## config.mk

```make
export PLATFORM = sky130hd
export DESIGN_NAME = cri_blend
export DESIGN_NICKNAME = d
export VERILOG_FILES = /design/src/sv/cri_pkg.sv /design/src/sv/cri_blend.sv
export SDC_FILE = /design/constraint.sdc
export NUM_CORES = 2
export LEC_CHECK = 0
export BUFFER_PORTS_ARGS = -buffer_cell sky130_fd_sc_hd__clkbuf_2
export CAP_MARGIN = 20
export CELL_PAD_IN_SITES_DETAIL_PLACEMENT = 0
export CELL_PAD_IN_SITES_GLOBAL_PLACEMENT = 2
export CORE_MARGIN = 4
export CORE_UTILIZATION = 35
export CTS_BUF_LIST = sky130_fd_sc_hd__clkbuf_2
export DETAILED_ROUTE_END_ITERATION = 6
export GPL_TIMING_DRIVEN = 0
export PLACE_DENSITY_LB_ADDON = 0.15
export SYNTH_ARGS = -nofsm -noshare
export SYNTH_HDL_FRONTEND = slang
export SYNTH_SLANG_ARGS = --single-unit
```

## constraint.sdc

```tcl
create_clock -name clk -period 0.8 [get_ports clk]
set_input_delay 0 -clock clk [delete_from_list [all_inputs] [get_ports clk]]
set_output_delay 0 -clock clk [all_outputs]
set_load 0.01 [all_outputs]
```

## src/sv/cri_pkg.sv

```systemverilog
// ============================================================================
// cri_pkg
// Shared types, constants and reset values of the color ramp interpolator.
// ============================================================================
package cri_pkg;

    // Ramp geometry
    localparam int STOPS         = 4;
    localparam int POS_FRAC_BITS = 16;
    localparam int POS_W         = POS_FRAC_BITS + 1;   // stop position, Q1.16
    localparam int IN_W          = POS_W + 1;           // lookup position, signed Q2.16
    localparam int POS_ONE       = 1 << POS_FRAC_BITS;

    // Segments narrower than 1/SPAN_SCALE of 1.0 take the left stop's color
    localparam int SPAN_SCALE    = 10000;
    localparam int SPAN_MIN      = (POS_ONE + SPAN_SCALE - 1) / SPAN_SCALE;

    // Color channels
    localparam int CH_W          = 8;
    localparam int NCH           = 4;
    localparam int QUO_W         = CH_W;

    // Blend arithmetic widths
    localparam int NUM_W         = CH_W + POS_W;        // c_l*(span-d) + c_r*d
    localparam int DIV_W         = NUM_W + 1;           // 2*num + span
    localparam int DEN_W         = POS_W + 1;           // 2*span

    // Register file
    localparam int CNT_W         = 3;
    localparam int STOP_IDX_W    = $clog2(STOPS);
    localparam int REG_COUNT     = STOPS + 1;
    localparam int REG_IDX_W     = $clog2(REG_COUNT);
    localparam int ADDR_W        = REG_IDX_W + 3;
    localparam int DATA_W        = 64;
    localparam int STOP_W        = POS_W + NCH * CH_W;
    localparam int COUNT_RESET   = (4 > STOPS) ? STOPS : 4;

    // Register indexes
    localparam int REG_STOP_COUNT = 0;
    localparam int REG_STOP_BASE  = 1;

    typedef logic [CH_W-1:0] chan_t;

    typedef struct packed {
        chan_t alpha;
        chan_t red;
        chan_t green;
        chan_t blue;
    } argb_t;

    typedef struct packed {
        logic [POS_W-1:0] pos;
        argb_t            color;
    } stop_t;

    localparam argb_t COLOR_BLACK = '{alpha: 8'hFF, red: 8'h00, green: 8'h00, blue: 8'h00};

    // Segment request: locate -> blend
    typedef struct packed {
        logic             valid;
        logic             direct;
        argb_t            color;
        argb_t            left;
        argb_t            right;
        logic [POS_W-1:0] span;
        logic [POS_W-1:0] offset;
    } seg_req_t;

    // Mix request: blend -> divide
    typedef struct packed {
        logic                        valid;
        logic                        direct;
        argb_t                       color;
        logic [NCH-1:0][NUM_W-1:0]   num;
        logic [POS_W-1:0]            span;
    } mix_req_t;

    // Default ramp: black at 0.0 and 0.486, white at 0.645 and 1.0
    function automatic stop_t stop_reset(input int idx);
        stop_t v;
        case (idx)
            0:       v = 49'd4278190080;
            1:       v = 49'd136798986567680;
            2:       v = 49'd181556857536511;
            3:       v = 49'd281479271677951;
            default: v = '0;
        endcase
        return v;
    endfunction

endpackage

```

## src/sv/cri_blend.sv

```systemverilog
// ============================================================================
// cri_blend
// Weighted sum of the two segment end colors, one lane per channel.
// ============================================================================
module cri_blend
    import cri_pkg::*;
(
    input  logic      clk,
    input  logic      rst_n,
    input  seg_req_t  seg_req,
    output mix_req_t  mix_req
);

    logic [NCH-1:0][CH_W-1:0]  left_lanes;
    logic [NCH-1:0][CH_W-1:0]  right_lanes;
    logic [POS_W-1:0]          weight;
    logic                      mix_valid_reg;
    mix_req_t                  mix_reg;
    mix_req_t                  mix_next;

    assign left_lanes  = seg_req.left;
    assign right_lanes = seg_req.right;
    assign weight      = seg_req.span - seg_req.offset;

    // c_l * (span - d) + c_r * d per channel
    always_comb
    begin
        mix_next        = '0;
        mix_next.valid  = seg_req.valid;
        mix_next.direct = seg_req.direct;
        mix_next.color  = seg_req.color;
        mix_next.span   = seg_req.span;
        for (int c = 0; c < NCH; c++)
        begin
            mix_next.num[c] = NUM_W'(left_lanes[c])  * NUM_W'(weight) +
                              NUM_W'(right_lanes[c]) * NUM_W'(seg_req.offset);
        end
    end

    always_ff @(posedge clk or negedge rst_n)
    begin
        if (!rst_n)
        begin
            mix_valid_reg <= 1'b0;
        end
        else
        begin
            mix_valid_reg <= seg_req.valid;
        end
    end

    always_ff @(posedge clk)
    begin
        mix_reg <= mix_next;
    end

    always_comb
    begin
        mix_req       = mix_reg;
        mix_req.valid = mix_valid_reg;
    end

endmodule

```

==> run summary <==
================================================================================
Mapped Cells ......................................................         4320
Synth Net Count ...................................................         5647
Tcrit/Tclk final ..................................................         7.46
Number of flip-flops under the largest register name ..............          150
Standard cell core area ...........................................    0.111 mm2
Post-synthesis to final-layout area growth ........................        27.4%
Crit path buf inv count ...........................................            7
FF+latch count, synth .............................................          151
Register area share after synthesis ...............................       0.0773
Die Y-Extent ......................................................       343 um
Utilization after layout ..........................................        0.450
Required time of the critical path ................................      2060 ps
Initial DRT Pass Iterations .......................................            5
Number of global-route vias before repair .........................        33000
Grt total ovfl ....................................................            0
Worst relative slew slack .........................................        0.196
Overall routed net length .........................................       149 mm
Number of nets with antenna violations after routing ..............            0
Number of vias per cell after detailed routing ....................         4.82
Violations in the final reports ................................... negative hold slack, negative setup slack
Slowest cell delay on critical path ...............................       540 ps
Dominant delay contributor by cell family on the critical path ....  adder cells
Starting density of the core ......................................        0.353
First-pass GRT wire length ........................................       220 mm
Pins Over Slew Limit ..............................................            0
Total vias in the final route .....................................        31100
Top FF cell, synth ................................................ sky130_fd_sc_hd__dfxtp_1
Final setup margin ................................................     -5170 ps
Core Rows .........................................................          122
Type of the tightest min-delay check .............................. primary input to flip-flop
Distinct cell type count after synthesis ..........................           75
Max-cap violation count ...........................................            0
Number of levels the H-tree was split into ........................            4
Maximum fanout along the worst path ...............................            6
Netlist area before placement .....................................   0.0392 mm2
Die width .........................................................       343 um
Master cell of the clock root buffer .............................. sky130_fd_sc_hd__clkbuf_2
Yosys warns .......................................................            0
Number of instances on the worst hold path ........................            1
Setup-violating endpoint count in the final report ................          248
Endpoints failing hold ............................................           34
Final critical-path required period ...............................      5970 ps
Result of the run ................................................. complete, but fails checks
Clock net sink count ..............................................          151
Detailed placement HPWL ...........................................       117 mm
Worst setup SP type ............................................... primary input
Hold WS ...........................................................     -1230 ps
Hold Crit Start ...................................................  seg_req[17]
CTS clock-pin slew for the worst setup and hold paths .............       300 ps
Worst slack at placement ..........................................     -8140 ps
Start-to-end type of the worst setup path ......................... primary input to flip-flop
Number of buffers created by CTS ..................................           17
Crit. End Element .................................................    flip-flop
Accumulated negative setup slack ..................................   -540710 ps
Antenna violations before repair ..................................           30
End point of the worst hold path ..................................   mix_req[0]
Cell occurring most often along the worst timing path ............. sky130_fd_sc_hd__fa_1
Measured slew at the worst slew-check pin .........................      1210 ps
Input/output buffers ..............................................          259
Cell with the largest stage delay on the worst path ............... sky130_fd_sc_hd__fa_1
Maximum operating frequency .......................................      168 MHz
Data arrival time of the critical path ............................      7220 ps
Share of synthesized flip-flops with an asynchronous set or reset .      0.00662
Full die area .....................................................    0.117 mm2
Layout cells sized above 1 ........................................        0.200
Largest net degree at the start of global routing .................           20
Avg Cell Area, Syn ................................................     9.07 um2
Remaining DRCs ....................................................            0
RSZ-0062 raised after global routing ..............................         true
Number of top-level design ports ..................................          285
Initial detailed-routing violation count ..........................         1800
GRT Overall Usage .................................................        0.260
Maximum count of clock buffers along a single path ................            2
Final layout net count ............................................         6253
Routed len/inst ...................................................      23.0 um
TritonCTS clock tree ..............................................         done
Placer's final routability congestion estimate ....................        0.901
Number of enable flip-flop cells after synthesis ..................            0
================================================================================
[cells by family after synthesis]
family	synth area share
buffers and inverters	0.122
XOR/XNOR	0.0215
AO/OA/AOI/OAI	0.0505
adder cells (fa/ha/maj)	0.551
flip-flops	0.0773
multiplexers	0.0122
AND/OR/NAND/NOR	0.165
[worst max-delay path by stage]
stage	start	end	slack (ps)	cells after the start
finish	seg_req[0]	mix_req[63]	-5170	30
global route	seg_req[0]	mix_req[113]	-5120	27
CTS	seg_req[1]	mix_req[40]	-4870	29
detailed placement	seg_req[14]	mix_req[115]	-8140	28
global placement	seg_req[10]	mix_req[63]	-8410	28
floorplan	seg_req[1]	mix_req[40]	-5790	29
[area by class of cell]
cell class	count	area, um2
flip-flops and latches	151	3050
repair buffers	595	4860
clock buffers	17	85.1
multi-input cells	2912	34000
diodes	23	57.6
plain buffers	207	1850
inverters	1042	3940
fillers	11000	61100
well taps	1488	1860
clock inverters	15	194
[metrics by stage]
step                instance area [um2]  instances
finish                            49900       6450
global placement                  44100       6067
global route                      49900       6437
floorplan                         40900       4320
detailed placement                44200       6077
CTS                               48400       6362
[metal layers]
layer,GRT usage,part of all wire,up-vias
li1,-,-,13900
met1,0.356,0.43,16200
met2,0.439,0.49,850
met3,0.0435,0.064,101
met4,0.0469,0.016,4
met5,0,0.00014,-
[synthesized netlist by cell type (all sizes together), types with 5 or more instances]
cell	instances	area share
a2111oi	6	0.0013
o211ai	7	0.0013
and3	14	0.0022
or2	5	0.00080
nor2b	54	0.0086
a31oi	14	0.0022
o21ai	44	0.0057
nor3	9	0.0011
mux2i	20	0.0051
a21oi	88	0.012
fa	889	0.45
a211oi	20	0.0038
inv	1042	0.10
nand2	599	0.057
o21bai	13	0.0025
ha	304	0.097
clkbuf	206	0.020
nand4	9	0.0014
buf	9	0.0023
o31ai	9	0.0021
o311ai	5	0.0015
nand3	14	0.0018
a21o	39	0.0075
o21a	12	0.0023
a21boi	5	0.00096
dfxtp	150	0.077
and2	474	0.076
xnor2	71	0.016
mux2	19	0.0071
nand2b	62	0.0099
nor2	39	0.0037
xor2	25	0.0056
[timing repair]
action | 4_1_cts | 5_1_grt
pin swaps | 107 | 127
setup endpoints to repair | 245 | 248
resized for setup | 296 | 232
setup buffers | 110 | 67
hold buffers | 155 | 3
hold endpoints to repair | 114 | 36
gates cloned | 1 | 1
[placed cells by master, fill, tap and decap left out, drive strengths merged, types with 10 or more instances in the layout]
cell type	count
clkinv	10
and3	14
o21ai	44
ha	304
a21o	39
o21a	12
and2	474
buf	215
a21oi	88
nand2	599
clkbuf	445
nor2	39
dfxtp	150
o21bai	13
inv	1047
nand2b	62
diode	23
nor2b	54
nand3	14
a31oi	14
xor2	25
dlygate4sd3	158
fa	889
a211oi	20
mux2i	20
xnor2	71
mux2	19
Power is left out: the tool's default activity adds up to more than one toggle a clock period on the data nets, which glitch-free logic cannot reach.
