==> src/sv/cri_pkg.sv <==
// ============================================================================
// cri_pkg
// Shared types, constants and reset values of the color ramp interpolator.
// ============================================================================
package cri_pkg;

    // Ramp geometry
    localparam int STOPS         = 4;
    localparam int POS_FRAC_BITS = 16;
    localparam int POS_W         = POS_FRAC_BITS + 1;   // stop position, Q1.16
    localparam int IN_W          = POS_W + 1;           // lookup position, signed Q2.16
    localparam int POS_ONE       = 1 << POS_FRAC_BITS;

    // Segments narrower than 1/SPAN_SCALE of 1.0 take the left stop's color
    localparam int SPAN_SCALE    = 10000;
    localparam int SPAN_MIN      = (POS_ONE + SPAN_SCALE - 1) / SPAN_SCALE;

    // Color channels
    localparam int CH_W          = 8;
    localparam int NCH           = 4;
    localparam int QUO_W         = CH_W;

    // Blend arithmetic widths
    localparam int NUM_W         = CH_W + POS_W;        // c_l*(span-d) + c_r*d
    localparam int DIV_W         = NUM_W + 1;           // 2*num + span
    localparam int DEN_W         = POS_W + 1;           // 2*span

    // Register file
    localparam int CNT_W         = 3;
    localparam int STOP_IDX_W    = $clog2(STOPS);
    localparam int REG_COUNT     = STOPS + 1;
    localparam int REG_IDX_W     = $clog2(REG_COUNT);
    localparam int ADDR_W        = REG_IDX_W + 3;
    localparam int DATA_W        = 64;
    localparam int STOP_W        = POS_W + NCH * CH_W;
    localparam int COUNT_RESET   = (4 > STOPS) ? STOPS : 4;

    // Register indexes
    localparam int REG_STOP_COUNT = 0;
    localparam int REG_STOP_BASE  = 1;

    typedef logic [CH_W-1:0] chan_t;

    typedef struct packed {
        chan_t alpha;
        chan_t red;
        chan_t green;
        chan_t blue;
    } argb_t;

    typedef struct packed {
        logic [POS_W-1:0] pos;
        argb_t            color;
    } stop_t;

    localparam argb_t COLOR_BLACK = '{alpha: 8'hFF, red: 8'h00, green: 8'h00, blue: 8'h00};

    // Segment request: locate -> blend
    typedef struct packed {
        logic             valid;
        logic             direct;
        argb_t            color;
        argb_t            left;
        argb_t            right;
        logic [POS_W-1:0] span;
        logic [POS_W-1:0] offset;
    } seg_req_t;

    // Mix request: blend -> divide
    typedef struct packed {
        logic                        valid;
        logic                        direct;
        argb_t                       color;
        logic [NCH-1:0][NUM_W-1:0]   num;
        logic [POS_W-1:0]            span;
    } mix_req_t;

    // Default ramp: black at 0.0 and 0.486, white at 0.645 and 1.0
    function automatic stop_t stop_reset(input int idx);
        stop_t v;
        case (idx)
            0:       v = 49'd4278190080;
            1:       v = 49'd136798986567680;
            2:       v = 49'd181556857536511;
            3:       v = 49'd281479271677951;
            default: v = '0;
        endcase
        return v;
    endfunction

endpackage

==> src/sv/cri_divide.sv <==
// ============================================================================
// cri_divide
// Pipelined restoring divider, one quotient bit per stage, four lanes wide.
// Rounds half up by dividing (2*num + span) by 2*span.
// ============================================================================
module cri_divide
    import cri_pkg::*;
(
    input  logic      clk,
    input  logic      rst_n,
    input  mix_req_t  mix_req,
    output logic      done,
    output argb_t     color
);

    localparam int STEPS = QUO_W;

    logic [STEPS:0]        valid_reg;
    logic                  direct_reg [STEPS+1];
    argb_t                 color_reg  [STEPS+1];
    logic [DEN_W-1:0]      den_reg    [STEPS+1];
    logic [DIV_W-1:0]      rem_reg    [STEPS+1][NCH];
    logic [QUO_W-1:0]      quo_reg    [STEPS+1][NCH];

    logic                      done_reg;
    argb_t                     color_out_reg;
    argb_t                     color_out_next;
    logic [NCH-1:0][CH_W-1:0]  quo_lanes;
    logic [NCH-1:0]            lane_fit;

    // Form dividend and divisor
    always_ff @(posedge clk or negedge rst_n)
    begin
        if (!rst_n)
        begin
            valid_reg[0] <= 1'b0;
        end
        else
        begin
            valid_reg[0] <= mix_req.valid;
        end
    end

    always_ff @(posedge clk)
    begin
        direct_reg[0] <= mix_req.direct;
        color_reg[0]  <= mix_req.color;
        den_reg[0]    <= {mix_req.span, 1'b0};
        for (int c = 0; c < NCH; c++)
        begin
            rem_reg[0][c] <= {mix_req.num[c], 1'b0} + DIV_W'(mix_req.span);
            quo_reg[0][c] <= '0;
        end
    end

    // One quotient bit per stage, most significant first
    for (genvar j = 1; j <= STEPS; j++)
    begin : g_step
        localparam int K = STEPS - j;

        logic [DIV_W-1:0] shifted;
        logic [NCH-1:0]   take;
        logic [DIV_W-1:0] rem_next [NCH];
        logic [QUO_W-1:0] quo_next [NCH];

        assign shifted = DIV_W'(den_reg[j-1]) << K;

        always_comb
        begin
            for (int c = 0; c < NCH; c++)
            begin
                take[c]     = (rem_reg[j-1][c] >= shifted);
                rem_next[c] = take[c] ? (rem_reg[j-1][c] - shifted) : rem_reg[j-1][c];
                quo_next[c] = {quo_reg[j-1][c][QUO_W-2:0], take[c]};
            end
        end

        always_ff @(posedge clk or negedge rst_n)
        begin
            if (!rst_n)
            begin
                valid_reg[j] <= 1'b0;
            end
            else
            begin
                valid_reg[j] <= valid_reg[j-1];
            end
        end

        always_ff @(posedge clk)
        begin
            direct_reg[j] <= direct_reg[j-1];
            color_reg[j]  <= color_reg[j-1];
            den_reg[j]    <= den_reg[j-1];
            for (int c = 0; c < NCH; c++)
            begin
                rem_reg[j][c] <= rem_next[c];
                quo_reg[j][c] <= quo_next[c];
            end
        end
    end

    // Select stop color or interpolated quotient
    always_comb
    begin
        for (int c = 0; c < NCH; c++)
        begin
            quo_lanes[c] = quo_reg[STEPS][c];
            lane_fit[c]  = (rem_reg[STEPS][c] < DIV_W'(den_reg[STEPS]));
        end
        color_out_next = direct_reg[STEPS] ? color_reg[STEPS] : argb_t'(quo_lanes);
    end

    always_ff @(posedge clk or negedge rst_n)
    begin
        if (!rst_n)
        begin
            done_reg <= 1'b0;
        end
        else
        begin
            done_reg <= valid_reg[STEPS];
        end
    end

    always_ff @(posedge clk)
    begin
        color_out_reg <= color_out_next;
    end

    assign done  = done_reg;
    assign color = color_out_reg;

`ifndef ASSERT_OFF
    a_remainder_fits: assert property (@(posedge clk) disable iff (!rst_n)
        (valid_reg[STEPS] && !direct_reg[STEPS]) |-> (&lane_fit))
        else $error("quotient overflow: remainder not below divisor");
`endif

endmodule

==> config.mk <==
export PLATFORM = sky130hd
export DESIGN_NAME = cri_divide
export DESIGN_NICKNAME = d
export VERILOG_FILES = /design/src/sv/cri_pkg.sv /design/src/sv/cri_divide.sv
export SDC_FILE = /design/constraint.sdc
export NUM_CORES = 2
export LEC_CHECK = 0
export BUFFER_PORTS_ARGS = -buffer_cell sky130_fd_sc_hd__clkbuf_2
export CAP_MARGIN = 15
export CORE_UTILIZATION = 30
export CTS_BUF_LIST = sky130_fd_sc_hd__clkbuf_8 sky130_fd_sc_hd__clkbuf_16
export CTS_CLUSTER_SIZE = 28
export DETAILED_ROUTE_END_ITERATION = 16
export PLACE_DENSITY = 0.55
export SYNTH_ARGS = -nofsm -noshare
export SYNTH_HDL_FRONTEND = slang
export SYNTH_SLANG_ARGS = --single-unit
==> constraint.sdc <==
create_clock -name clk -period 4.07 [get_ports clk]
set_clock_uncertainty 0.1 [all_clocks]
set_input_delay 1.0175 -clock clk [delete_from_list [all_inputs] [get_ports clk]]
set_output_delay 1.0175 -clock clk [all_outputs]
set_load 0.05 [all_outputs]
==> flow_results.org <==
** Synthesis
- Area fraction of the dominant cell type after synthesis :: 0.4370
- Count of cell types in the netlist :: 89
- Counting flops with a built-in enable in the synthesized netlist gives 0.
- Of all flip-flops after synthesis, the portion carrying an async set or reset was 0.007047.
- The number of nets handed over by synthesis was between 7,000 and 8,000.
- Yosys instantiated no cell more often than sky130_fd_sc_hd__dfxtp_1.
- The synthesized netlist occupies a cell area of around 65,000 um2.
- Yosys printed 0 warnings.
- The commonest cells after synthesis are sky130_fd_sc_hd__dfxtp_1 (1,409), sky130_fd_sc_hd__ha_1 (604), sky130_fd_sc_hd__a21oi_1 (488), sky130_fd_sc_hd__nand2_1 (484), sky130_fd_sc_hd__o21ai_0 (448).
- A synthesized cell averages about 9.6 um2.
- The most used flip-flop cell after synthesis is sky130_fd_sc_hd__dfxtp_1.
- Synthesis produced around 6,700 cells.
- Ranking of synthesized cells by area :: sky130_fd_sc_hd__dfxtp_1 (44%), sky130_fd_sc_hd__ha_1 (12%), sky130_fd_sc_hd__xnor2_1 (4.4%)
- After synthesis the netlist holds a flip-flop and latch count of 1,419.
- Sequential element share of the synthesized area :: 0.4408
- Cell type with the highest aggregate area in the netlist :: sky130_fd_sc_hd__dfxtp_1

** STA
- The final-report hold violation count was 0.
- Final critical path time including I/O delays and setup :: 3.715 ns
- The final max-slew violation count was 0.
- Summed negative setup slack over all endpoints :: 0 ns
- Final setup violation count :: 0
- In this run the tightest slew margin relative to its limit is 0.4900.
- Timing-limited maximum frequency :: ~270 MHz
- Tightest Pin Transition :: 0.7457 ns
- Of the available clock period, the critical path in the final layout requires 0.9128.
- Setup repair after global routing left no endpoint under its margin.

** Layout
- Area growth syn-to-layout :: 16.31%
- Layout cell share with drive strength beyond 1 :: 0.1091
- Max FFs per register :: 808
- After the last flow step, the layout net total stands at around 8,000.

** CTS
- Clock buffers created by TritonCTS :: 159
- CTS Buffer Depth :: 3
- Clk sinks :: about 1,400
- Clk Latency, worst-skew pair :: about 0.81 ns
- In this run the clock root is driven by a sky130_fd_sc_hd__clkbuf_16.
- After clock tree synthesis, the clock-pin slew on the worst setup and hold paths is approximately 0.060 ns.
- Number of H-tree levels :: 4
- TritonCTS built the clock tree.

** Power and ir drop
- Maximum vdd drop :: slightly above 0.4 mV
- In this run the power density over the cells is between 800 and 900 nW/um2.
- For this design the static power due to leakage is 32.31 nW.
- The design draws between 60 and 70 mW.

** Drt
- Ratio of routed vias to standard cells :: around 4.8
- Max Used Layer :: met4
- DRC violation count after routing :: 0
- The pre-antenna-repair detailed-routing pass consisted of 5 iterations.
- Wire segments on met3 add up to approximately 7300 um in the final route.
- Number of vias after detailed routing :: 48,220
- Once detail routing completed, the nets flagged for antenna violations numbered 0.
- Initial detailed-routing violation count :: between 3,000 and 4,000
- For this block, the routed nets add up to 181,700 um of wire.
- The detailed router put a total of between 80,000 and 90,000 um of wire on met1.
- In the final routed layout, each cell accounts on average for approximately 18 um.
- Wire length on met2 :: around 81,000 um

** Floorplan
- For this configuration, the core starts out at a cell density of 0.3032.
- In this run the standard cell core region covers about 210,000 um2.
- In this run the core area contains approximately 170 standard-cell rows.
- Area of the die :: about 220,000 um2
- The floorplan step set the die width to approximately 470 um.
- The floorplan step set the die height to between 400 and 500 um.
- For this design the top-level I/O count stands at around 190.

** Setup path
- In this run the worst path has a maximum fanout of 9.
- The slowest stage of the critical path belongs to the cell sky130_fd_sc_hd__dfxtp_1.
- The worst setup path is captured at a register.
- CP peak stage delay :: roughly 0.63 ns
- STA classifies the critical path startpoint as a register.
- The most numerous cell type found on the critical path is sky130_fd_sc_hd__a21oi_1.
- For the worst setup path, the data required time is ~4.7 ns.
- Data arrives at the worst endpoint at 4.30 ns.
- Category of the most critical setup path :: reg -> reg
- Traced cell by cell, the critical path runs through ha_1 > inv_1 > fa_1 > a21oi_1 > o21bai_1 > a311o_1 > a211o_1 > a21oi_1 > o21ai_0 > a211oi_1 > mux2_2.

** Global routing
- Number of antenna violations at the first check in global routing :: 3
- In the global route stage, overall resource usage came out at 0.1632.
- Global routing finished with a remaining overflow of 0.
- Largest net degree at the start of global routing :: 40
- Wire length of the first global-routing pass :: around 270,000 um
- Via count of the first global-routing pass :: 47,000

** Min path
- Min-delay worst type :: in -> reg

** Place
- Port Buffer Count :: ~190
- The congestion estimate from routability-driven global placement came to a little over 0.9.
- The wire-length estimate of the detail-placed layout is 146,800 um.

** Outcome
- Run status :: finished, final reports clean

** Job
- Maximum Capacitance Violations :: 0
placed cells by master (no fill, tap or decap), types with 69 or more instances in the layout:
| cell type | Yosys | routed |
|---|---|---|
| sky130_fd_sc_hd__a21o_1 | 216 | 216 |
| sky130_fd_sc_hd__a21oi_1 | 488 | 485 |
| sky130_fd_sc_hd__buf_4 | 1 | 78 |
| sky130_fd_sc_hd__clkbuf_16 | 0 | 161 |
| sky130_fd_sc_hd__clkbuf_2 | 1 | 185 |
| sky130_fd_sc_hd__dfxtp_1 | 1409 | 1408 |
| sky130_fd_sc_hd__ha_1 | 604 | 604 |
| sky130_fd_sc_hd__inv_1 | 346 | 365 |
| sky130_fd_sc_hd__mux2_2 | 148 | 148 |
| sky130_fd_sc_hd__nand2_1 | 484 | 484 |
| sky130_fd_sc_hd__nand2b_1 | 78 | 78 |
| sky130_fd_sc_hd__nand3_1 | 107 | 107 |
| sky130_fd_sc_hd__nand4_1 | 74 | 74 |
| sky130_fd_sc_hd__nor2_1 | 432 | 432 |
| sky130_fd_sc_hd__nor2b_1 | 69 | 69 |
| sky130_fd_sc_hd__nor3_1 | 125 | 125 |
| sky130_fd_sc_hd__o21a_1 | 73 | 73 |
| sky130_fd_sc_hd__o21ai_0 | 448 | 447 |
| sky130_fd_sc_hd__xnor2_1 | 327 | 327 |
| sky130_fd_sc_hd__xor2_1 | 225 | 225 |
metrics by stage:
stage / hold WS (ns) / area (um2) / util / instances / setup WS (ns)
after floorplan: 0.2096 / 64550 / - / 6690 / 0.6597
after global placement: 0.2097 / 69300 / 0.3255 / 9663 / 0.1520
after detailed placement: 0.2121 / 69300 / 0.3255 / 9663 / 0.1654
after CTS: 0.1375 / 75070 / 0.3525 / 9955 / 0.3679
after global routing: 0.1500 / 75080 / 0.3526 / 9960 / 0.07839
final: 0.2061 / 75080 / 0.3526 / 9961 / 0.3550
worst max-delay path, delay by kind of cell, from the launching register on:
family | cells | cell delay, ns
compound gates | 7 | 1.80
fa+ha+maj | 2 | 0.66
flops | 1 | 0.63
mux | 1 | 0.36
buf+inv | 1 | 0.06
timing repair:
item | in CTS | in global routing
hold buffers | 1 | 0
setup buffers | 0 | 0
gates resized for setup | 0 | 0
hold endpoints to repair | 10 | 0
cell families after synthesis:
kind of cell             Yosys count  share of synthesized area
AO/OA/AOI/OAI                   1733                     0.1700
XOR/XNOR                         552                    0.07489
adder cells (fa/ha/maj)          636                     0.1270
AND/OR/NAND/NOR                 1720                     0.1310
buffers and inverters            463                    0.02748
multiplexers                     167                    0.02876
flip-flops                      1419                     0.4408
path summary, 6_finish.rpt:
path                                   from  cells past startpoint  slack [ns]                to
max in group asynchronous             rst_n                      2        3.16              done
setup reg to reg             rem_reg[1][78]                     11        0.36    rem_reg[2][25]
hold reg to reg            color_reg[3][53]                      0        0.21  color_reg[4][21]
setup / recovery             rem_reg[1][78]                     11        0.36    rem_reg[2][25]
hold / removal                 mix_req[119]                      1        0.21   color_reg[0][2]
min in group asynchronous             rst_n                      2        0.52      valid_reg[4]
power breakdown:
part           internal [mW]  switching, mW  leakage, nW
registers               18.2           3.18         12.0
logic                   11.4           14.3         17.5
clock network           9.20           6.00         2.87
total                   38.8           23.5         32.3
per-layer routing:
metal | vias up | global-route usage
met5 | - | 0
met3 | 342 | 0.02180
met1 | 22120 | 0.2141
li1 | 24540 | -
met2 | 1215 | 0.2623
met4 | 0 | 0.08116
cell type report:
| type | instances | area (um2) |
|---|---|---|
| fill | 21300 | 137900 |
| multi-input combinational | 4808 | 34400 |
| sequential | 1419 | 28460 |
| clock buffer | 198 | 4538 |
| tap | 2821 | 3530 |
| timing repair buffer | 269 | 1622 |
| inverter | 347 | 1303 |
| clock inverter | 93 | 1214 |
| antenna | 6 | 15.01 |
Note: power is estimated with default switching activity, not from simulation.
