[src/sv/cri_pkg.sv]
// ============================================================================
// cri_pkg
// Shared types, constants and reset values of the color ramp interpolator.
// ============================================================================
package cri_pkg;

    // Ramp geometry
    localparam int STOPS         = 4;
    localparam int POS_FRAC_BITS = 16;
    localparam int POS_W         = POS_FRAC_BITS + 1;   // stop position, Q1.16
    localparam int IN_W          = POS_W + 1;           // lookup position, signed Q2.16
    localparam int POS_ONE       = 1 << POS_FRAC_BITS;

    // Segments narrower than 1/SPAN_SCALE of 1.0 take the left stop's color
    localparam int SPAN_SCALE    = 10000;
    localparam int SPAN_MIN      = (POS_ONE + SPAN_SCALE - 1) / SPAN_SCALE;

    // Color channels
    localparam int CH_W          = 8;
    localparam int NCH           = 4;
    localparam int QUO_W         = CH_W;

    // Blend arithmetic widths
    localparam int NUM_W         = CH_W + POS_W;        // c_l*(span-d) + c_r*d
    localparam int DIV_W         = NUM_W + 1;           // 2*num + span
    localparam int DEN_W         = POS_W + 1;           // 2*span

    // Register file
    localparam int CNT_W         = 3;
    localparam int STOP_IDX_W    = $clog2(STOPS);
    localparam int REG_COUNT     = STOPS + 1;
    localparam int REG_IDX_W     = $clog2(REG_COUNT);
    localparam int ADDR_W        = REG_IDX_W + 3;
    localparam int DATA_W        = 64;
    localparam int STOP_W        = POS_W + NCH * CH_W;
    localparam int COUNT_RESET   = (4 > STOPS) ? STOPS : 4;

    // Register indexes
    localparam int REG_STOP_COUNT = 0;
    localparam int REG_STOP_BASE  = 1;

    typedef logic [CH_W-1:0] chan_t;

    typedef struct packed {
        chan_t alpha;
        chan_t red;
        chan_t green;
        chan_t blue;
    } argb_t;

    typedef struct packed {
        logic [POS_W-1:0] pos;
        argb_t            color;
    } stop_t;

    localparam argb_t COLOR_BLACK = '{alpha: 8'hFF, red: 8'h00, green: 8'h00, blue: 8'h00};

    // Segment request: locate -> blend
    typedef struct packed {
        logic             valid;
        logic             direct;
        argb_t            color;
        argb_t            left;
        argb_t            right;
        logic [POS_W-1:0] span;
        logic [POS_W-1:0] offset;
    } seg_req_t;

    // Mix request: blend -> divide
    typedef struct packed {
        logic                        valid;
        logic                        direct;
        argb_t                       color;
        logic [NCH-1:0][NUM_W-1:0]   num;
        logic [POS_W-1:0]            span;
    } mix_req_t;

    // Default ramp: black at 0.0 and 0.486, white at 0.645 and 1.0
    function automatic stop_t stop_reset(input int idx);
        stop_t v;
        case (idx)
            0:       v = 49'd4278190080;
            1:       v = 49'd136798986567680;
            2:       v = 49'd181556857536511;
            3:       v = 49'd281479271677951;
            default: v = '0;
        endcase
        return v;
    endfunction

endpackage

[src/sv/cri_locate.sv]
// ============================================================================
// cri_locate
// Clamp the lookup position, find its ramp segment and fetch the operands.
// ============================================================================
module cri_locate
    import cri_pkg::*;
(
    input  logic                 clk,
    input  logic                 rst_n,
    input  logic                 req_accept,
    input  logic [IN_W-1:0]      ramp_pos,
    input  logic [CNT_W-1:0]     stop_count,
    input  stop_t [STOPS-1:0]    stops,
    output seg_req_t             seg_req
);

    typedef enum logic [1:0] {
        MODE_BLACK = 2'd0,
        MODE_STOP  = 2'd1,
        MODE_SEG   = 2'd2
    } mode_t;

    // Stage 1: clamp
    logic                   s1_valid_reg;
    logic [POS_W-1:0]       s1_pos_reg;
    logic [POS_W-1:0]       s1_pos_next;

    // Stage 2: segment search
    logic                   s2_valid_reg;
    mode_t                  s2_mode_reg;
    mode_t                  s2_mode_next;
    logic [STOP_IDX_W-1:0]  s2_sel_reg;
    logic [STOP_IDX_W-1:0]  s2_sel_next;
    logic [POS_W-1:0]       s2_pos_reg;
    logic [STOPS-2:0]       match_vec;
    logic [STOP_IDX_W-1:0]  seg_sel;
    logic [POS_W-1:0]       last_pos;
    logic [STOP_IDX_W-1:0]  last_idx;

    // Stage 3: operand fetch
    logic                   s3_valid_reg;
    seg_req_t               s3_req_reg;
    seg_req_t               s3_req_next;
    logic [STOP_IDX_W-1:0]  right_idx;
    stop_t                  left_stop;
    stop_t                  right_stop;

    // Clamp to 0..1.0
    always_comb
    begin
        if (ramp_pos[IN_W-1])
        begin
            s1_pos_next = '0;
        end
        else if (ramp_pos[POS_W-1:0] > POS_W'(POS_ONE))
        begin
            s1_pos_next = POS_W'(POS_ONE);
        end
        else
        begin
            s1_pos_next = ramp_pos[POS_W-1:0];
        end
    end

    always_ff @(posedge clk or negedge rst_n)
    begin
        if (!rst_n)
        begin
            s1_valid_reg <= 1'b0;
        end
        else
        begin
            s1_valid_reg <= req_accept;
        end
    end

    always_ff @(posedge clk)
    begin
        s1_pos_reg <= s1_pos_next;
    end

    // Match every live segment, keep the first hit
    always_comb
    begin
        match_vec = '0;
        seg_sel   = '0;
        last_pos  = stops[0].pos;
        last_idx  = '0;
        for (int i = 0; i < STOPS - 1; i++)
        begin
            match_vec[i] = (CNT_W'(i + 2) <= stop_count) &&
                           (s1_pos_reg >= stops[i].pos) &&
                           (s1_pos_reg <= stops[i + 1].pos);
        end
        for (int i = STOPS - 2; i >= 0; i--)
        begin
            if (match_vec[i])
            begin
                seg_sel = STOP_IDX_W'(i);
            end
        end
        for (int i = 0; i < STOPS; i++)
        begin
            if (CNT_W'(i + 1) == stop_count)
            begin
                last_pos = stops[i].pos;
                last_idx = STOP_IDX_W'(i);
            end
        end
    end

    // Pick the color source
    always_comb
    begin
        s2_mode_next = MODE_BLACK;
        s2_sel_next  = '0;
        priority if (stop_count == '0)
        begin
            s2_mode_next = MODE_BLACK;
        end
        else if (stop_count == CNT_W'(1))
        begin
            s2_mode_next = MODE_STOP;
        end
        else if (|match_vec)
        begin
            s2_mode_next = MODE_SEG;
            s2_sel_next  = seg_sel;
        end
        else if (s1_pos_reg < stops[0].pos)
        begin
            s2_mode_next = MODE_STOP;
        end
        else if (s1_pos_reg > last_pos)
        begin
            s2_mode_next = MODE_STOP;
            s2_sel_next  = last_idx;
        end
        else
        begin
            s2_mode_next = MODE_BLACK;
        end
    end

    always_ff @(posedge clk or negedge rst_n)
    begin
        if (!rst_n)
        begin
            s2_valid_reg <= 1'b0;
        end
        else
        begin
            s2_valid_reg <= s1_valid_reg;
        end
    end

    always_ff @(posedge clk)
    begin
        s2_mode_reg <= s2_mode_next;
        s2_sel_reg  <= s2_sel_next;
        s2_pos_reg  <= s1_pos_reg;
    end

    // Fetch segment ends, form span and offset
    assign right_idx  = (s2_sel_reg == STOP_IDX_W'(STOPS - 1)) ? s2_sel_reg
                                                               : STOP_IDX_W'(s2_sel_reg + 1'b1);
    assign left_stop  = stops[s2_sel_reg];
    assign right_stop = stops[right_idx];

    always_comb
    begin
        s3_req_next        = '0;
        s3_req_next.valid  = s2_valid_reg;
        s3_req_next.left   = left_stop.color;
        s3_req_next.right  = right_stop.color;
        s3_req_next.span   = right_stop.pos - left_stop.pos;
        s3_req_next.offset = s2_pos_reg - left_stop.pos;
        unique case (s2_mode_reg)
            MODE_SEG:
            begin
                s3_req_next.direct = (s3_req_next.span < POS_W'(SPAN_MIN));
                s3_req_next.color  = left_stop.color;
            end
            MODE_STOP:
            begin
                s3_req_next.direct = 1'b1;
                s3_req_next.color  = left_stop.color;
            end
            default:
            begin
                s3_req_next.direct = 1'b1;
                s3_req_next.color  = COLOR_BLACK;
            end
        endcase
    end

    always_ff @(posedge clk or negedge rst_n)
    begin
        if (!rst_n)
        begin
            s3_valid_reg <= 1'b0;
        end
        else
        begin
            s3_valid_reg <= s2_valid_reg;
        end
    end

    always_ff @(posedge clk)
    begin
        s3_req_reg <= s3_req_next;
    end

    always_comb
    begin
        seg_req       = s3_req_reg;
        seg_req.valid = s3_valid_reg;
    end

`ifndef ASSERT_OFF
    a_blend_operands: assert property (@(posedge clk) disable iff (!rst_n)
        (s3_valid_reg && !s3_req_reg.direct) |->
        (s3_req_reg.span >= POS_W'(SPAN_MIN)) && (s3_req_reg.offset <= s3_req_reg.span))
        else $error("blend request with span too small or offset outside segment");
`endif

endmodule

[config.mk]
export PLATFORM = sky130hd
export DESIGN_NAME = cri_locate
export DESIGN_NICKNAME = d
export VERILOG_FILES = /design/src/sv/cri_pkg.sv /design/src/sv/cri_locate.sv
export SDC_FILE = /design/constraint.sdc
export NUM_CORES = 1
export LEC_CHECK = 0
export ABC_AREA = 1
export BUFFER_PORTS_ARGS = -buffer_cell sky130_fd_sc_hd__buf_2
export CAP_MARGIN = 20
export CORE_UTILIZATION = 45
export DETAILED_ROUTE_END_ITERATION = 8
export PLACE_DENSITY = 0.69
export SETUP_SLACK_MARGIN = 0.3
export SYNTH_ARGS = -nofsm -noshare
export SYNTH_HDL_FRONTEND = slang
export SYNTH_SLANG_ARGS = --single-unit
[constraint.sdc]
create_clock -name clk -period 3.7 [get_ports clk]
set_clock_uncertainty 0.05 [all_clocks]
set_input_delay 0.37 -clock clk [delete_from_list [all_inputs] [get_ports clk]]
set_output_delay 0.37 -clock clk [all_outputs]
set_load 0.1 [all_outputs]
==> results of run 1 <==
==> final timing paths <==
kind / startpoint / end / slack, ns / cells after the start
max in group asynchronous: rst_n / s1_valid_reg / 3.30 / 2
setup reg to reg: s2_sel_reg[0] / seg_req[130] / 0.58 / 18
hold reg to reg: s1_valid_reg / s2_valid_reg / 0.31 / 0
min in group asynchronous: rst_n / s3_valid_reg / 0.20 / 2
hold / removal: ramp_pos[17] / s1_pos_reg[16] / 0.03 / 2
setup / recovery: s2_sel_reg[0] / seg_req[130] / 0.58 / 18
==> metrics by stage <==
stage	cells	instance area, um^2	power [uW]
2_1_floorplan	1538	10900	5260
3_3_place_gp	2168	12900	6040
3_5_place_dp	2168	12900	6050
4_1_cts	2202	13600	7940
5_1_grt	2207	13600	8290
6_report	2207	13600	7940
==> metal layers <==
layer | part of all wire (%) | GRT usage, % | up-vias
met5 | 0 | 0 | -
met3 | 7.5 | 4.87 | 89
met2 | 46 | 52.1 | 569
li1 | - | - | 5730
met4 | 4.1 | 15.9 | 0
met1 | 43 | 41.2 | 5363
==> cell type report <==
type                            instances  area (um^2)
Clock buffer                           17          425
Clock inverter                         15          209
Fill cell                            2335        10000
Tap cell                              319          399
Timing Repair Buffer                  366         1880
Sequential cell                       172         3460
Multi-Input combinational cell       1004         6030
Antenna cell                            3         7.51
Inverter                              311         1170
==> worst max-delay path: stages, from the launching register on <==
cell and delay (ns):
dfxtp_2 0.38, buf_4 0.32, nor2_4 0.18, a221oi_1 0.45, inv_1 0.15, fa_1 0.47
inv_1 0.10, nand3_1 0.09, nand2_1 0.14, nand2_1 0.08, nand2_1 0.08, nand2_1 0.07
nand2_1 0.10, nand3_1 0.08, nand2_1 0.10, nand2_1 0.05, inv_1 0.05, nand3_1 0.07
nand2_1 0.05
==> layout by cell type (no fill, tap or decap), types with 4 or more instances in the layout <==
cell       instances
inv_2              7
buf_4             12
nor2_1           108
or2_2             11
a31oi_1            9
ha_1             119
a21oi_2            4
a22oi_1            7
nor3_1             9
xor2_1            12
clkbuf_16         17
a21o_1             5
inv_1            303
nand4_1           19
nand3b_1           6
clkinv_8           6
nand2_2           11
o21ai_1            7
xnor2_1            4
nand3_1           40
o221ai_1          50
buf_2            351
o21ai_0           76
o22ai_1           38
a21oi_1          114
o211ai_1           8
a221oi_1          14
nand2_1          300
dfxtp_1          168
inv_12             4
==> what timing repair did <==
item | 4_1_cts | 5_1_grt
resized for setup | 0 | 1
hold buffers | 2 | 0
endpoints found under the hold margin | 4 | 0
endpoints found under the setup margin | 0 | 1
==> power breakdown <==
part / leakage, uW / switching (uW) / total, uW / internal [uW]
combinational: 0.00581 / 3080 / 3790 / 706
clock: 0.000303 / 966 / 1900 / 938
sequential: 0.00145 / 105 / 2250 / 2150
total: 0.00756 / 4150 / 7940 / 3790
==> kinds of logic (layout without fill, tap and decap cells) <==
group | Yosys count | in the layout | share of synthesized area [%]
other | 0 | 3 | 0
XOR/XNOR | 16 | 16 | 1.29
adder cells (fa/ha/maj) | 121 | 121 | 14.0
flip-flops | 172 | 172 | 31.7
buffers and inverters | 362 | 709 | 13.0
AND/OR/NAND/NOR | 521 | 521 | 20.4
AO/OA/AOI/OAI | 346 | 346 | 19.6
==> flow_summary.yaml, run 1 <==
floorplan:
  start_util_pct: 46.2
  core_um2: 23600
  dieArea_um2: 24800
  die_w_um: 158
  rows: 56
  die-height_um: 158
  ios: 352
final_layout:
  area.growth.synth_to_final_pct: 24.6
  fin_util_pct: 57.5
  drive_above_1_share_pct: 23.7
  largest_register_ffs: 131
  finalNetCount: 2213
sta:
  period_share_pct: 84.3
  setup_violations: 0
  fmax_ghz: 0.321
  slew_headroom_pct: 56.8
  holdWs_ns: 0.0263
  slew_viol_final: 0
  period_minus_slack_ns: 3.12
  tightest_slew_ns: 0.648
  finalSetupTns_ns: 0
  fin_ws_ns: 0.580
  rsz0062_at_grt: "false"
  hold_viol: 0
logic_synthesis:
  synth_common_cells: "303 x inv_1, 300 x nand2_1, 169 x dfxtp_1"
  synth_top_area_share_pct: 31.0
  yosys_warnings: 0
  yosysSeqAreaShare_pct: 31.7
  synth_cell_type_count: 48
  synth_nets: 1879
  synth-edff-count: 0
  synth_top_flop_cell: "dfxtp_1"
  async_flop_share_pct: 1.74
  yosysMostFrequentCell: "inv_1"
  synthCells: 1538
  ys_top_cells_by_area: "dfxtp_1 31%, ha_1 14%, inv_1 10%, nand2_1 10%, a21oi_1 5.2%"
  post-synth-top-area-cell: "dfxtp_1"
  ys_seq_elements: 172
  syn_area_per_cell_um2: 7.09
  syn_area_um2: 10900
drt:
  vias: 11800
  drt_first_iter_violations: 1049
  viasPerCell: 5.32
  route.detailed.drc: 0
  wl_per_cell_um: 17.9
  firstDrtPassIters: 6
  postRouteAntennaNets: 0
  routed_wl_um: 39500
status:
  status: "finished, final reports clean"
grt:
  grt_max_degree: 58
  grt_first_pass_wirelength_um: 59900
  antenna_found_initial: 3
  grt_pass1_vias: 10900
  grt_use_total_pct: 32.0
  grt_overflow: 0
worst_hold_path:
  hold_path.class: "in2reg"
run:
  cap_viol_max_count: 0
critical_path:
  cp-end-kind: "flip-flop"
  path_class: "reg2reg"
  arrival_ns: 3.46
  cp-start-kind: "flip-flop"
  crit_required_ns: 4.04
  cp_max_fo: 31
clocking:
  post_cts_buffers: 0
  cts_buffer_depth: 2
  insertion_delay_ns: 0.45
  clk_pin_slew_ns: 0.08
  cts_sinks: 172
  clockRootBuffer: "clkbuf_16"
  cts_made_buffers: 17
  tritoncts: "built"
  h-tree-depth: 4
power_and_ir_drop:
  power_leakage_uw: 0.00756
  peakVddDrop_mv: 0.396
  power_per_cell_area_nw_per_um2: 585
place:
  portBuffers: 351
  pre_cts_ws_ns: 0.587
  dp_hpwl_um: 31900
  place_congestion: 1.01
Note: power is estimated with default switching activity, not from simulation.
==> inputs of run 2 (changes only) <==
==> constraint.sdc (replaced) <==
create_clock -name clk -period 3 [get_ports clk]
set_clock_uncertainty 0.05 [all_clocks]
set_input_delay 0.3 -clock clk [delete_from_list [all_inputs] [get_ports clk]]
set_output_delay 0.3 -clock clk [all_outputs]
set_load 0.1 [all_outputs]
==> flow_summary.yaml, run 2 (synthesis results as in run 1) <==
grt:
  grt_first_pass_wirelength_um: 58400
  grt_use_total_pct: 31.3
  grt_pass1_vias: 11000
  antenna_found_initial: 5
  grt_overflow: 0
  grt_max_degree: 58
sta:
  slew_headroom_pct: 56.7
  rsz0062_at_grt: "true"
  period_share_pct: 86.3
  tightest_slew_ns: 0.650
  finalSetupTns_ns: 0
  setup_violations: 0
  fmax_ghz: 0.386
  slew_viol_final: 0
  period_minus_slack_ns: 2.59
  hold_viol: 0
place:
  placed_cell_area_um2: 13000
  dp.cells: 2181
  portBuffers: 351
  place_congestion: 1.01
  dp_hpwl_um: 31600
power_and_ir_drop:
  swShare_pct: 51.9
  pwr-share-comb_pct: 48.5
  pwr-share-clk_pct: 23.6
  finalPower_uw: 9930
  switching_power_uw: 5160
  power_per_cell_area_nw_per_um2: 702
  power_leakage_uw: 0.00772
  power.internal_uw: 4780
  peakVddDrop_mv: 0.381
  seqPwrFrac_pct: 27.8
final_layout:
  largest_register_ffs: 131
  layout_commonest_cell: "buf_2"
  mostFrequentLayoutCells: "351 x buf_2, 301 x inv_1, 293 x nand2_1"
  area.growth.synth_to_final_pct: 29.9
  fin_cells: 2231
  design_area_um2: 14200
  drive_above_1_share_pct: 27.5
  fillCellCount: 2289
  finalNetCount: 2236
clocking:
  clockRootBuffer: "clkbuf_16"
  h-tree-depth: 4
  cts_sinks: 172
  tritoncts: "built"
  cts_buffer_depth: 2
  insertion_delay_ns: 0.44
  clk_pin_slew_ns: 0.08
  cts_made_buffers: 17
critical_path:
  cp-start-kind: "flip-flop"
  arrival_ns: 2.86
  crit_required_ns: 3.27
  cp_max_fo: 10
  cp-end-kind: "flip-flop"
  path_class: "reg2reg"
drt:
  drt_first_iter_violations: 1171
  vias: 11900
  postRouteAntennaNets: 0
  route.detailed.drc: 0
  wl_per_cell_um: 17.8
  routed_wl_um: 39700
  viasPerCell: 5.34
  firstDrtPassIters: 8
floorplan:
  ios: 352
  dieArea_um2: 24800
  core_um2: 23600
  start_util_pct: 46.2
  die-height_um: 158
  rows: 56
  die_w_um: 158
run:
  cap_viol_max_count: 0
worst_hold_path:
  hold_path.class: "in2reg"
status:
  status: "finished, final reports clean"
## run 2: cell types whose count changed in the layout (fill, tap and decap cells not counted), moves of 9 or more
cell / delta
ha_2: +9
a21oi_1: -24
buf_4: +9
a21oi_2: +24
ha_1: -14
## run 2: critical path, stage by stage, from the launching register on
cell       delay [ns]
dfxtp_4          0.44
nand2_8          0.11
clkbuf_16        0.18
o22ai_1          0.22
a21oi_2          0.08
ha_1             0.35
a21oi_1          0.17
nand2_1          0.10
a21boi_1         0.19
buf_4            0.17
o21ai_2          0.09
nand3_1          0.09
nand2_1          0.06
xor2_1           0.15
## run 2: final timing paths
check                                   start       endpoint  slack, ns  cells past startpoint
worst max-delay path            s2_sel_reg[0]     seg_req[9]       0.41                     13
worst min-delay path               stops[106]    seg_req[42]       0.02                      3
worst max register to register  s2_sel_reg[0]     seg_req[9]       0.41                     13
worst min register to register  s1_pos_reg[0]  s2_pos_reg[0]       0.30                      0
max in group asynchronous               rst_n   s1_valid_reg       2.66                      2
min in group asynchronous               rst_n   s3_valid_reg       0.14                      2
## run 2: stage by stage
| step | setup WS, ns | utilization (%) | hold slack, ns |
|---|---|---|---|
| 3_5_place_dp | 0.146 | 55.2 | 0.0461 |
| 5_1_grt | 0.218 | 59.9 | 0.0253 |
| 4_1_cts | 0.309 | 58.4 | 0.0115 |
| 2_1_floorplan | 0.321 | - | -0.0456 |
| 3_3_place_gp | 0.185 | 55.2 | 0.0467 |
| 6_report | 0.410 | 59.9 | 0.0230 |
## run 2: cell type report
class	instances	area, um^2	share of cell area (%)
Antenna cell	4	10.0	0.0707
Clock buffer	17	425	3.01
Clock inverter	15	208	1.47
Inverter	311	1180	8.34
Multi-Input combinational cell	1005	6300	44.5
Sequential cell	172	3460	24.5
Tap cell	319	399	2.82
Timing Repair Buffer	388	2170	15.3
## run 2: layer usage
metal  global-route usage [%]  wire length (um)
met1                     38.5             16100
met4                     14.0              1450
met2                     53.0             18900
met5                        0                13
met3                     5.67              3260
## run 2: power by group through the flow
stage               Combinational [uW]  Sequential, uW  Clock, uW
finish                            4820            2770       2350
global route                      5090            2800       2480
CTS                               4680            2770       2370
detailed placement                4650            2820          0
global placement                  4640            2810          0
floorplan                         1220            5270          0
## run 2: timing repair
item	4_1_cts	5_1_grt
hold buffers	3	0
setup buffers	2	6
pin swaps	0	8
gates cloned	0	3
resized for setup	14	66
hold endpoints to repair	5	0
endpoints found under the setup margin	9	11
